===== config.mk =====
export PLATFORM = sky130hd
export DESIGN_NAME = memory_size_string_parser
export DESIGN_NICKNAME = d
export VERILOG_FILES = /design/src/sv/msp_pkg.sv /design/src/sv/memory_size_string_parser.sv /design/src/sv/msp_front.sv /design/src/sv/msp_queue.sv /design/src/sv/msp_back.sv
export SDC_FILE = /design/constraint.sdc
export NUM_CORES = 2
export LEC_CHECK = 0
export ABC_AREA = 1
export BUFFER_PORTS_ARGS = -buffer_cell sky130_fd_sc_hd__clkbuf_2
export CELL_PAD_IN_SITES_DETAIL_PLACEMENT = 1
export CELL_PAD_IN_SITES_GLOBAL_PLACEMENT = 1
export CORE_MARGIN = 2
export CORE_UTILIZATION = 49
export DETAILED_ROUTE_END_ITERATION = 12
export GPL_TIMING_DRIVEN = 1
export PLACE_DENSITY_LB_ADDON = 0.1
export SLEW_MARGIN = 30
export SYNTH_ARGS = -nofsm -noshare
export SYNTH_HDL_FRONTEND = slang
export SYNTH_SLANG_ARGS = --single-unit

===== constraint.sdc =====
create_clock -name clk -period 8.8 [get_ports clk]
set_input_delay 1.32 -clock clk [delete_from_list [all_inputs] [get_ports clk]]
set_output_delay 1.32 -clock clk [all_outputs]
set_load 0.02 [all_outputs]

===== src/sv/msp_pkg.sv =====
package msp_pkg;

	// default build values for the top level parameters
	localparam int WORD_BYTES_DEF = 8;
	localparam int MAX_FRAC_DEF   = 9;

	// depth of the job queue between the parser and the scaler
	localparam int QUEUE_DEPTH = 2;

	// result status codes
	typedef enum logic [1:0] {
		ERR_NONE,
		ERR_LETTER,
		ERR_SYMBOL,
		ERR_OVERFLOW
	} err_t;

	// one finished text, handed from parser to scaler
	typedef struct packed {
		logic [63:0] mantissa;
		logic [3:0]  frac_digits;
		logic [5:0]  prefix_shift;
		logic        unit_is_word;
		err_t        err;
	} job_t;

endpackage


===== src/sv/memory_size_string_parser.sv =====
// Size text parser: turns a text such as "1.5 GB" into a byte count.
// Input channel: one ASCII character per transaction on character, with
// last_char high on the final one; a transaction happens when push is high
// and full is low. Characters are taken one per cycle while full is low;
// full rises only while the job queue (two finished texts) is full.
// Result channel: one transaction per text. size_value and status are valid
// while empty is low and are taken when pop is high.
// From the last character to the result, a text passes through the job fetch
// from the queue, denominator setup, 128 steps of the bit-serial divider
// and the write to the result register. Texts with a parse error skip the
// divider. One text is scaled at a time: the scaler fetches no new job
// until the result of the last one is written to the result register.
// Status: 0 ok, 1 bad unit letter, 2 unexpected symbol, 3 overflow
// (size_value all ones); on status 1 or 2 size_value is zero.
// Reset clears the parse state, the queue and the result register.
// While the receiver stalls the result holds; the scaler finishes the next
// text and waits, and the parser keeps taking characters until the queue fills.
module memory_size_string_parser #(
	parameter int WORD_BYTES          = msp_pkg::WORD_BYTES_DEF,
	parameter int MAX_FRACTION_DIGITS = msp_pkg::MAX_FRAC_DEF
) (
	input  logic        clk,
	input  logic        arst_n,
	input  logic [7:0]  character,
	input  logic        last_char,
	input  logic        push,
	output logic        full,
	output logic [63:0] size_value,
	output logic [1:0]  status,
	output logic        empty,
	input  logic        pop
);

	logic           accept;
	logic           q_push, q_full, q_empty, q_take;
	msp_pkg::job_t  q_wdata, q_rdata;

	assign full   = q_full;
	assign accept = push && !q_full;

	msp_front #(
		.MAX_FRACTION_DIGITS(MAX_FRACTION_DIGITS)
	) u_front (
		.clk       (clk),
		.arst_n    (arst_n),
		.accept    (accept),
		.character (character),
		.last_char (last_char),
		.job_push  (q_push),
		.job       (q_wdata)
	);

	msp_queue u_queue (
		.clk     (clk),
		.arst_n  (arst_n),
		.wr_en   (q_push),
		.wr_data (q_wdata),
		.full    (q_full),
		.rd_en   (q_take),
		.rd_data (q_rdata),
		.empty   (q_empty)
	);

	msp_back #(
		.WORD_BYTES(WORD_BYTES)
	) u_back (
		.clk        (clk),
		.arst_n     (arst_n),
		.job_valid  (!q_empty),
		.job        (q_rdata),
		.job_take   (q_take),
		.pop        (pop),
		.empty      (empty),
		.size_value (size_value),
		.status     (status)
	);

	// a finished text is never pushed into a full queue
	a_no_push_full: assert property (@(posedge clk) disable iff (!arst_n)
		!(q_push && q_full))
		else $error("job pushed into full queue");

	// parse errors give a zero value
	a_err_zero: assert property (@(posedge clk) disable iff (!arst_n)
		(!empty && (status == msp_pkg::ERR_LETTER || status == msp_pkg::ERR_SYMBOL))
		|-> (size_value == '0))
		else $error("error result with non-zero value");

	// overflow saturates
	a_ovf_ones: assert property (@(posedge clk) disable iff (!arst_n)
		(!empty && status == msp_pkg::ERR_OVERFLOW) |-> (size_value == '1))
		else $error("overflow result not saturated");

	// the scaler only fetches a job that is there
	a_take_valid: assert property (@(posedge clk) disable iff (!arst_n)
		q_take |-> !q_empty)
		else $error("job fetched from empty queue");

endmodule


===== src/sv/msp_front.sv =====
module msp_front #(
	parameter int MAX_FRACTION_DIGITS = msp_pkg::MAX_FRAC_DEF
) (
	input  logic          clk,
	input  logic          arst_n,
	input  logic          accept,
	input  logic [7:0]    character,
	input  logic          last_char,
	output logic          job_push,
	output msp_pkg::job_t job
);

	typedef enum logic [2:0] {
		PH_LEAD,
		PH_INT,
		PH_FRAC,
		PH_PREFIX,
		PH_UNIT,
		PH_END
	} phase_t;

	localparam logic [7:0] CH_COMMA = 8'h2C;
	localparam logic [7:0] CH_POINT = 8'h2E;
	localparam logic [7:0] CH_K     = 8'h6B;
	localparam logic [7:0] CH_M     = 8'h6D;
	localparam logic [7:0] CH_G     = 8'h67;
	localparam logic [7:0] CH_T     = 8'h74;
	localparam logic [7:0] CH_B     = 8'h62;
	localparam logic [7:0] CH_O     = 8'h6F;
	localparam logic [7:0] CH_W     = 8'h77;
	localparam logic [3:0] FRAC_MAX = 4'(MAX_FRACTION_DIGITS);

	phase_t         phase_q;
	logic [63:0]    mant_q;
	logic [3:0]     frac_q;
	logic [5:0]     shift_q;
	logic           word_q;
	msp_pkg::err_t  err_q;

	phase_t         phase_n;
	logic [63:0]    mant_n;
	logic [3:0]     frac_n;
	logic [5:0]     shift_n;
	logic           word_n;
	msp_pkg::err_t  err_n;

	logic           is_space, is_digit, is_alpha;
	logic [7:0]     lower;
	logic [5:0]     pfx;
	logic           unit_hit, unit_word;
	logic [67:0]    m10;

	// character classes
	always_comb begin
		lower    = character | 8'h20;
		is_space = (character == 8'h20) || (character >= 8'h09 && character <= 8'h0D);
		is_digit = character inside {[8'h30:8'h39]};
		is_alpha = character inside {[8'h41:8'h5A], [8'h61:8'h7A]};
		case (lower)
			CH_K:    pfx = 6'd10;
			CH_M:    pfx = 6'd20;
			CH_G:    pfx = 6'd30;
			CH_T:    pfx = 6'd40;
			default: pfx = 6'd0;
		endcase
		unit_hit  = is_alpha && (lower == CH_B || lower == CH_O || lower == CH_W);
		unit_word = (lower == CH_W);
	end

	// mantissa times ten plus digit, carry above bit 63 is overflow
	assign m10 = ({4'd0, mant_q} << 3) + ({4'd0, mant_q} << 1) + 68'(character[3:0]);

	// phase walk for one character
	always_comb begin
		phase_t ph;
		logic   skip, take_letter, take_unit, take_digit;
		ph          = phase_q;
		skip        = 1'b0;
		take_letter = 1'b0;
		take_unit   = 1'b0;
		take_digit  = 1'b0;
		phase_n     = phase_q;
		mant_n      = mant_q;
		frac_n      = frac_q;
		shift_n     = shift_q;
		word_n      = word_q;
		err_n       = err_q;
		if (err_q == msp_pkg::ERR_NONE) begin
			if (ph == PH_LEAD) begin
				if (is_space) skip = 1'b1;
				else ph = PH_INT;
			end
			if (!skip) begin
				phase_n = ph;
				case (ph)
					PH_INT, PH_FRAC: begin
						if (is_alpha) begin
							take_letter = 1'b1;
						end else if (ph == PH_INT &&
							(character == CH_COMMA || character == CH_POINT)) begin
							phase_n = PH_FRAC;
						end else if (is_digit) begin
							if (ph == PH_INT) begin
								take_digit = 1'b1;
							end else if (frac_q < FRAC_MAX) begin
								take_digit = 1'b1;
								frac_n     = frac_q + 4'd1;
							end
						end else if (is_space) begin
							phase_n = PH_PREFIX;
						end else begin
							err_n = msp_pkg::ERR_SYMBOL;
						end
					end
					PH_PREFIX: begin
						if (is_alpha) take_letter = 1'b1;
						else if (!is_space) err_n = msp_pkg::ERR_SYMBOL;
					end
					PH_UNIT: begin
						if (is_alpha) take_unit = 1'b1;
						else if (!is_space) err_n = msp_pkg::ERR_SYMBOL;
					end
					default: begin
						if (!is_space) err_n = msp_pkg::ERR_SYMBOL;
					end
				endcase
				// prefix letter, else try it as a unit
				if (take_letter) begin
					if (pfx != 6'd0) begin
						shift_n = pfx;
						phase_n = PH_UNIT;
					end else begin
						take_unit = 1'b1;
					end
				end
				if (take_unit) begin
					if (!unit_hit) begin
						err_n = msp_pkg::ERR_LETTER;
					end else begin
						word_n  = unit_word;
						phase_n = PH_END;
					end
				end
				if (take_digit) begin
					if (m10[67:64] != 4'd0) err_n = msp_pkg::ERR_OVERFLOW;
					else mant_n = m10[63:0];
				end
			end
		end
	end

	// hand the finished text to the queue
	assign job_push = accept && last_char;
	always_comb begin
		job.mantissa     = mant_n;
		job.frac_digits  = frac_n;
		job.prefix_shift = shift_n;
		job.unit_is_word = word_n;
		job.err          = err_n;
	end

	// parse state, cleared after the last character
	always_ff @(posedge clk or negedge arst_n) begin
		if (!arst_n) begin
			phase_q <= PH_LEAD;
			mant_q  <= '0;
			frac_q  <= '0;
			shift_q <= '0;
			word_q  <= 1'b0;
			err_q   <= msp_pkg::ERR_NONE;
		end else if (accept) begin
			if (last_char) begin
				phase_q <= PH_LEAD;
				mant_q  <= '0;
				frac_q  <= '0;
				shift_q <= '0;
				word_q  <= 1'b0;
				err_q   <= msp_pkg::ERR_NONE;
			end else begin
				phase_q <= phase_n;
				mant_q  <= mant_n;
				frac_q  <= frac_n;
				shift_q <= shift_n;
				word_q  <= word_n;
				err_q   <= err_n;
			end
		end
	end

endmodule


===== src/sv/msp_queue.sv =====
module msp_queue (
	input  logic          clk,
	input  logic          arst_n,
	input  logic          wr_en,
	input  msp_pkg::job_t wr_data,
	output logic          full,
	input  logic          rd_en,
	output msp_pkg::job_t rd_data,
	output logic          empty
);

	localparam int DEPTH = msp_pkg::QUEUE_DEPTH;
	localparam int PW    = (DEPTH > 1) ? $clog2(DEPTH) : 1;
	localparam int CW    = $clog2(DEPTH + 1);
	localparam logic [PW-1:0] LAST_PTR = PW'(DEPTH - 1);

	msp_pkg::job_t  mem_q [DEPTH];
	logic [PW-1:0]  wptr_q, rptr_q;
	logic [CW-1:0]  count_q;
	logic           do_wr, do_rd;

	assign full    = (count_q == CW'(DEPTH));
	assign empty   = (count_q == '0);
	assign do_wr   = wr_en && !full;
	assign do_rd   = rd_en && !empty;
	assign rd_data = mem_q[rptr_q];

	// storage
	always_ff @(posedge clk) begin
		if (do_wr) mem_q[wptr_q] <= wr_data;
	end

	// pointers and fill count
	always_ff @(posedge clk or negedge arst_n) begin
		if (!arst_n) begin
			wptr_q  <= '0;
			rptr_q  <= '0;
			count_q <= '0;
		end else begin
			if (do_wr) wptr_q <= (wptr_q == LAST_PTR) ? '0 : wptr_q + PW'(1);
			if (do_rd) rptr_q <= (rptr_q == LAST_PTR) ? '0 : rptr_q + PW'(1);
			if (do_wr && !do_rd) count_q <= count_q + CW'(1);
			else if (do_rd && !do_wr) count_q <= count_q - CW'(1);
		end
	end

endmodule


===== src/sv/msp_back.sv =====
module msp_back #(
	parameter int WORD_BYTES = msp_pkg::WORD_BYTES_DEF
) (
	input  logic          clk,
	input  logic          arst_n,
	input  logic          job_valid,
	input  msp_pkg::job_t job,
	output logic          job_take,
	input  logic          pop,
	output logic          empty,
	output logic [63:0]   size_value,
	output logic [1:0]    status
);

	typedef enum logic [1:0] {
		ST_IDLE,
		ST_LOAD,
		ST_DIV,
		ST_DONE
	} state_t;

	localparam logic [63:0] WB = 64'(WORD_BYTES);

	function automatic logic [63:0] pow10(input logic [3:0] k);
		logic [63:0] v;
		case (k)
			4'd0:    v = 64'd1;
			4'd1:    v = 64'd10;
			4'd2:    v = 64'd100;
			4'd3:    v = 64'd1000;
			4'd4:    v = 64'd10000;
			4'd5:    v = 64'd100000;
			4'd6:    v = 64'd1000000;
			4'd7:    v = 64'd10000000;
			4'd8:    v = 64'd100000000;
			4'd9:    v = 64'd1000000000;
			4'd10:   v = 64'd10000000000;
			4'd11:   v = 64'd100000000000;
			4'd12:   v = 64'd1000000000000;
			4'd13:   v = 64'd10000000000000;
			4'd14:   v = 64'd100000000000000;
			default: v = 64'd1000000000000000;
		endcase
		return v;
	endfunction

	state_t         state_q;
	msp_pkg::job_t  job_q;
	logic [63:0]    den_q;
	logic [127:0]   div_q;
	logic [63:0]    rem_q, quo_q;
	logic           ovf_q;
	logic [6:0]     cnt_q;
	logic           out_valid_q;
	logic [63:0]    value_q;
	logic [1:0]     status_q;

	logic [64:0]    rem_sh, rem_nx;
	logic           ge;
	logic           out_free;
	logic [63:0]    res_value;
	msp_pkg::err_t  res_status;

	assign job_take   = (state_q == ST_IDLE) && job_valid;
	assign out_free   = !out_valid_q || pop;
	assign empty      = !out_valid_q;
	assign size_value = value_q;
	assign status     = status_q;

	// one restoring division step
	always_comb begin
		rem_sh = {rem_q, div_q[127]};
		ge     = (rem_sh >= {1'b0, den_q});
		rem_nx = ge ? rem_sh - {1'b0, den_q} : rem_sh;
	end

	// final value and status
	always_comb begin
		if (job_q.err != msp_pkg::ERR_NONE) begin
			res_status = job_q.err;
			res_value  = (job_q.err == msp_pkg::ERR_OVERFLOW) ? '1 : '0;
		end else if (ovf_q) begin
			res_status = msp_pkg::ERR_OVERFLOW;
			res_value  = '1;
		end else begin
			res_status = msp_pkg::ERR_NONE;
			res_value  = quo_q;
		end
	end

	// sequencer, divider registers and result register
	always_ff @(posedge clk or negedge arst_n) begin
		if (!arst_n) begin
			state_q     <= ST_IDLE;
			job_q       <= '0;
			den_q       <= '0;
			div_q       <= '0;
			rem_q       <= '0;
			quo_q       <= '0;
			ovf_q       <= 1'b0;
			out_valid_q <= 1'b0;
			value_q     <= '0;
			status_q    <= '0;
			cnt_q       <= '0;
		end else begin
			// result taken; in the done state the new result replaces it
			if (pop && out_valid_q && state_q != ST_DONE) out_valid_q <= 1'b0;
			case (state_q)
				ST_IDLE: begin
					if (job_valid) begin
						job_q   <= job;
						state_q <= ST_LOAD;
					end
				end
				ST_LOAD: begin
					den_q <= job_q.unit_is_word ? pow10(job_q.frac_digits) * WB
						: pow10(job_q.frac_digits);
					div_q <= {64'd0, job_q.mantissa} << job_q.prefix_shift;
					rem_q <= '0;
					quo_q <= '0;
					ovf_q <= 1'b0;
					cnt_q <= '0;
					state_q <= (job_q.err != msp_pkg::ERR_NONE) ? ST_DONE : ST_DIV;
				end
				ST_DIV: begin
					div_q <= {div_q[126:0], 1'b0};
					rem_q <= rem_nx[63:0];
					quo_q <= {quo_q[62:0], ge};
					// a quotient bit in the upper half does not fit
					if (ge && !cnt_q[6]) ovf_q <= 1'b1;
					cnt_q <= cnt_q + 7'd1;
					if (cnt_q == 7'd127) state_q <= ST_DONE;
				end
				ST_DONE: begin
					if (out_free) begin
						out_valid_q <= 1'b1;
						value_q     <= res_value;
						status_q    <= res_status;
						state_q     <= ST_IDLE;
					end
				end
				default: state_q <= ST_IDLE;
			endcase
		end
	end

endmodule

Word level (Yosys, flattened, before mapping)
Memories as Yosys holds them, arrays and structs flattened. A register that Yosys moved wholly into a read port is not among the register bits. Index checks and enable logic that the tools add are counted.

Add/subtract/negate cells: 9. Magnitude comparators: 10. Equality and inequality tests: 26. Shift-type cells: 1. Multiplexer cells: 100. Bitwise operators: 1. Reductions and logical operators: 47.

Operators with widths (number): $mux W64 (10); $pmux W128 S2 (1); $pmux W64 S2 (2); $shl A64 B6 Y128 (1); $add A67 B65 Y68 (1); $add A68 B4 Y68 (1); $ge A65 B64 Y1 (1); $sub A64 B64 Y64 (1); $eq A7 B6 Y1 const B (7); $mux W3 (15); $mux W2 (19); $mux W4 (9); $mux W1 (34); $mux W6 (5); $eq A8 B6 Y1 const B (3); $pmux W6 S4 (1); $ge A8 B7 Y1 const B (2); $le A8 B7 Y1 const B (2); $logic_and A1 B1 Y1 (16); $pmux W7 S2 (1); $reduce_bool A2 Y1 (5); $eq A2 B2 Y1 const B (4); $ge A8 B4 Y1 const B (1); $ge A8 B6 Y1 const B (1); other kinds (29) (51).

Flip-flop bits (word level): 481. Bits in writable memories: 154. Bits in read-only memories: 1568. Bits of input ports: 13. Word-level logic and storage cells: 216. Memories: 3.

Memory list: (no name shown) (depth 16, width 49, read ports 1, clocked after memory_dff 0, write ports 0, line msp_back.sv:26) `case (k)`; (no name shown) (depth 16, width 49, read ports 1, clocked after memory_dff 0, write ports 0, line msp_back.sv:26); u_queue.mem_q (depth 2, width 77, read ports 1, clocked after memory_dff 1, write ports 1, line msp_queue.sv:17) `msp_pkg::job_t mem_q [DEPTH];`.

Longest topological paths before layout
Word-level depth: 20. Depth in mapped cells: 25. Gate-level depth less buffers: 24.

Modules after synthesis
Synthesis repeated with hierarchy kept, for this count alone.

Cell total of the unflattened synthesis: 6648. Area, all modules: 46554.6 um2.

By module, submodules not included: msp_back (times used 1, cells each 4391, area an instance 29622.2 um2, sequential area each 11486.0 um2); msp_front (times used 1, cells each 1820, area an instance 11086.9 um2, sequential area each 2001.9 um2); msp_queue (times used 1, cells each 434, area an instance 5831.8 um2, sequential area each 4724.5 um2); memory_size_string_parser (times used 1, cells each 3, area an instance 13.8 um2, sequential area each 0.0 um2).

Least setup slack after synthesis
OpenSTA, ideal clock, no wires.

Path kind: input to register. Start point: input push. End point: memory u_queue.mem_q[0][0] in the netlist's numbering (enable). Data arrival time: 5.159 ns. Data required time: 8.287 ns. Setup slack: 3.128 ns. Cell stages on the path: 4. Buffers on the path: 0. Cell sequence: o21ai_1 > nor2_1 > inv_1 > nor2_1.

Word-level cells in the longest chain between the ends: 5.

RTL lines: start: declaration (line memory_size_string_parser.sv:26) `input logic push,`; $logic_and A1 B1 Y1 (line memory_size_string_parser.sv:39) `assign accept = push && !q_full;`; $logic_and A1 B1 Y1 (line msp_front.sv:153) `assign job_push = accept && last_char;`; $logic_and A1 B1 Y1 (line msp_queue.sv:24) `assign do_wr = wr_en && !full;`; named net u_queue.do_wr (line msp_queue.sv:20) `logic do_wr, do_rd;`; $mux W1 (line msp_queue.sv:30) `if (do_wr) mem_q[wptr_q] <= wr_data;`; $mux W1 (not written as such) (line msp_queue.sv:30); end: declaration (line msp_queue.sv:17).

The timed path passes the listed nets, and every way through them passes these cells.

==> run_results.csv <==
group,metric,value,unit
cells_and_area,fin_util,53.7,%
cells_and_area,layout.nets,6115,
timing,finalHoldViolCount,0,
die,start_util,49.4,%
timing,worstMarginPinSlew,0.948,ns
timing,final_max_slew_viol_count,0,
worst_setup_path,r2r_start,"u_front.mant_q[0]",
logic_synthesis,synth-simple-area-share,26.7,%
drt,drt-total-wl,158,mm
outcome,outcome,"finished, final reports clean",
clock_tree,root_buffer,"clkbuf_16",
logic_synthesis,syn_inst,5973,
timing,setup_violations,0,
logic_synthesis,synthArstFlopShare,77.9,%
worst_setup_path,worstRegToRegCells,21,
clock_tree,clock_sinks,697,
die,die_width,305,um
place,dp_hpwl,115,mm
global_route,grt_max_degree,157,
power_and_ir_drop,p_per_area,153,mW/mm^2
logic_synthesis,yosys.area_share.xor_xnor,1.98,%
logic_synthesis,synth-adder-area-share,5.64,%
die,die-area,0.0928,sq mm
drt,dr.first_iter.drc_count,3725,
logic_synthesis,synth_ff_type,"dfrtp_1",
logic_synthesis,ys_ff_latch,697,
cells_and_area,area_growth,8.78,%
logic_synthesis,synth.largest_area_cell,"dfrtp_1",
clock_tree,path_clk_slew,0.06,ns
clock_tree,numCtsBuffers,79,
timing,fin_crit,4.61,ns
hold_path,hold_end,"u_back.div_q[104]",
clock_tree,clock_latency,0.67,ns
timing,finClkSkew,0.0369,ns
logic_synthesis,synth-compound-area-share,15.9,%
global_route,grt_pass1_wl,250,mm
worst_setup_path,endpoint_kind,"flip-flop",
logic_synthesis,synth_top_area_share,30.7,%
hold_path,hp-start,"u_back.div_q[103]",
logic_synthesis,synth_top_family_by_area,"simple AND/OR/NAND/NOR gates",
worst_setup_path,reg2reg_slack,4.46,ns
worst_setup_path,cp.arrival,5.01,ns
power_and_ir_drop,leakage,24.1,nW
logic_synthesis,yosysSeqAreaShare,41.1,%
flow_run,maxCapViolCount,0,
cells_and_area,drive_gt1_share,7.77,%
clock_tree,cts_setup_buffers,0,
die,ios,81,
logic_synthesis,synthMuxAreaShare,0.475,%
logic_synthesis,netlist_area,0.0443,sq mm
global_route,grt_util_all_layers,34.1,%
global_route,globalRouteOverflowTotal,0,
logic_synthesis,yosysMostFrequentCell,"nand2_1",
timing,relSlewSlack,36.3,%
drt,wl_per_cell,22.1,um
place,finalWeightedCongestion,0.991,
worst_setup_path,cp-startpoint,"character[3]",
hold_path,holdPathStages,2,
clock_tree,cts_htree_levels,3,
timing,grt_setup_unrepaired,"no",
worst_setup_path,cp_max_fo,47,
logic_synthesis,synth_edf_count,154,
drt,firstDrtPassIters,5,
logic_synthesis,syn_nets,6184,
worst_setup_path,reg2reg_to,"u_queue.mem_q[0][22]",
drt,drc,0,
clock_tree,cts_tree,"built",
die,dieHeight,305,um
logic_synthesis,synth.area.top_cells,"dfrtp_1, nand2_1, edfxtp_1, ha_1, inv_1",
drt,antenna_left,0,
logic_synthesis,synth_commonest_cells,"nand2_1, inv_1, nor2_1, dfrtp_1, o21ai_0",
worst_setup_path,critPathLaunchType,"primary input",
logic_synthesis,synth_warnings,0,
drt,vias,41800,
global_route,antenna_found_initial,2,
timing,period_share,52.3,%
timing,timing.fmax,217,MHz
logic_synthesis,synth_area_per_cell,7.42,sq um
die,rows,110,
die,core-area,0.0897,sq mm
worst_setup_path,path_class,"primary input to flip-flop",
clock_tree,post_cts_resize_count,0,
logic_synthesis,ys_types,58,
drt,vias_per_cell,5.85,
clock_tree,cts_hold_buf,0,
clock_tree,cts_buffer_depth,3,
power_and_ir_drop,peakVddDrop,163,uV
timing,fin_setup_tns,0,ns
place,port-buffer-count,80,
global_route,grt_pass1_vias,42700,
worst_setup_path,cp_data_required_time,9.21,ns
hold_path,hp-class,"flip-flop to flip-flop",
-- report_power, final --
group	switching (mW)	internal (mW)
logic	0.393	0.0969
registers	0.0539	3.42
clock network	1.46	1.95
-- layout by cell type (no fill, tap or decap), drive strengths merged, types with 21 or more instances in the layout --
| cell | Yosys | final |
|---|---|---|
| nand3b | 29 | 29 |
| edfxtp | 154 | 154 |
| inv | 624 | 629 |
| a31oi | 143 | 143 |
| o221ai | 44 | 44 |
| clkbuf | 201 | 194 |
| xnor2 | 56 | 56 |
| xor2 | 44 | 44 |
| clkinv | 3 | 23 |
| dfrtp | 543 | 543 |
| o21bai | 33 | 33 |
| o22ai | 79 | 79 |
| o211ai | 80 | 80 |
| o21ai | 402 | 402 |
| nand3 | 300 | 300 |
| ha | 195 | 195 |
| nand4 | 31 | 31 |
| nor2 | 565 | 565 |
| a21oi | 374 | 374 |
| buf | 81 | 53 |
| mux2i | 21 | 21 |
| or2 | 37 | 37 |
| nand2 | 1799 | 1799 |
| nor3 | 43 | 43 |
-- metal layers --
metal	share of wire (%)	vias to the layer above	track usage (%)	routed length, um
met3	6.6	207	5.15	10400
met2	44	1215	52.0	69000
met1	47	20800	50.4	74600
li1	-	19600	-	-
met5	0	-	0	0
met4	2.6	0	9.05	4130
-- critical path: stages --
cell      delay [ns]
clkbuf_2        0.11
inv_1           0.09
fa_1            0.53
inv_1           0.07
fa_1            0.49
nand2_1         0.12
nand2_1         0.06
nand3b_1        0.09
nand2_2         0.09
nand2_1         0.08
nand2_2         0.08
nand2_1         0.08
nand2_2         0.09
nand2_2         0.10
nand3_1         0.07
nand2_1         0.09
nand2_2         0.07
nor2_4          0.17
buf_4           0.68
nand3_1         0.26
nand2_1         0.17
inv_1           0.08
-- state kept, by name (all words and copies together) (netlist names), 2 cells and up --
register           flops
u_front.frac_q         4
u_back.size_value     64
u_back.den_q          49
u_front.shift_q        6
u_back.rem_q          64
u_queue.count_q        2
u_front.phase_q        3
u_front.mant_q        64
u_front.err_q          2
u_back.state_q         2
u_back.job_q          77
u_queue.mem_q        154
u_back.status          2
u_back.div_q         128
u_back.cnt_q           7
u_back.quo_q          64
-- cells by family after synthesis --
kind of cell,Yosys count
flip-flops,697
buffers and inverters,909
AO/OA/AOI/OAI,1221
multiplexers,21
adder cells (fa/ha/maj),198
XOR/XNOR,100
AND/OR/NAND/NOR,2827
-- through the flow --
step / hold slack, ns / total power [mW] / setup WS, ns / instance area, sq um / cells
6_report: 0.488 / 7.38 / 4.19 / 48200 / 7147
5_1_grt: 0.524 / 7.60 / 3.94 / 48200 / 7146
4_1_cts: 0.491 / 7.41 / 4.22 / 48100 / 7144
3_5_place_dp: 0.478 / 4.02 / 3.57 / 45500 / 6997
3_3_place_gp: 0.464 / 4.00 / 3.71 / 45400 / 6995
2_1_floorplan: 0.448 / 3.81 / 3.13 / 44300 / 5973
-- area by class of cell --
class | count | area (sq um)
antenna | 1 | 2.50
timing repair buffer | 132 | 906
clock inverter | 32 | 403
clock buffer | 115 | 2250
tap | 1176 | 1470
inverter | 627 | 2360
sequential | 697 | 18200
multi-input combinational | 4367 | 22600
fill | 11300 | 41500
-- worst max path at each step --
stage | end | slack, ns | cells past startpoint
after detailed placement | u_queue.mem_q[0][22] | 3.57 | 22
after global placement | u_queue.mem_q[0][22] | 3.71 | 22
after global routing | u_queue.mem_q[1][22] | 3.94 | 22
final | u_queue.mem_q[0][22] | 4.19 | 22
after CTS | u_queue.mem_q[0][22] | 4.22 | 22
after floorplan | u_queue.mem_q[0][0] | 3.13 | 4
(Power assumes the default switching activity.)
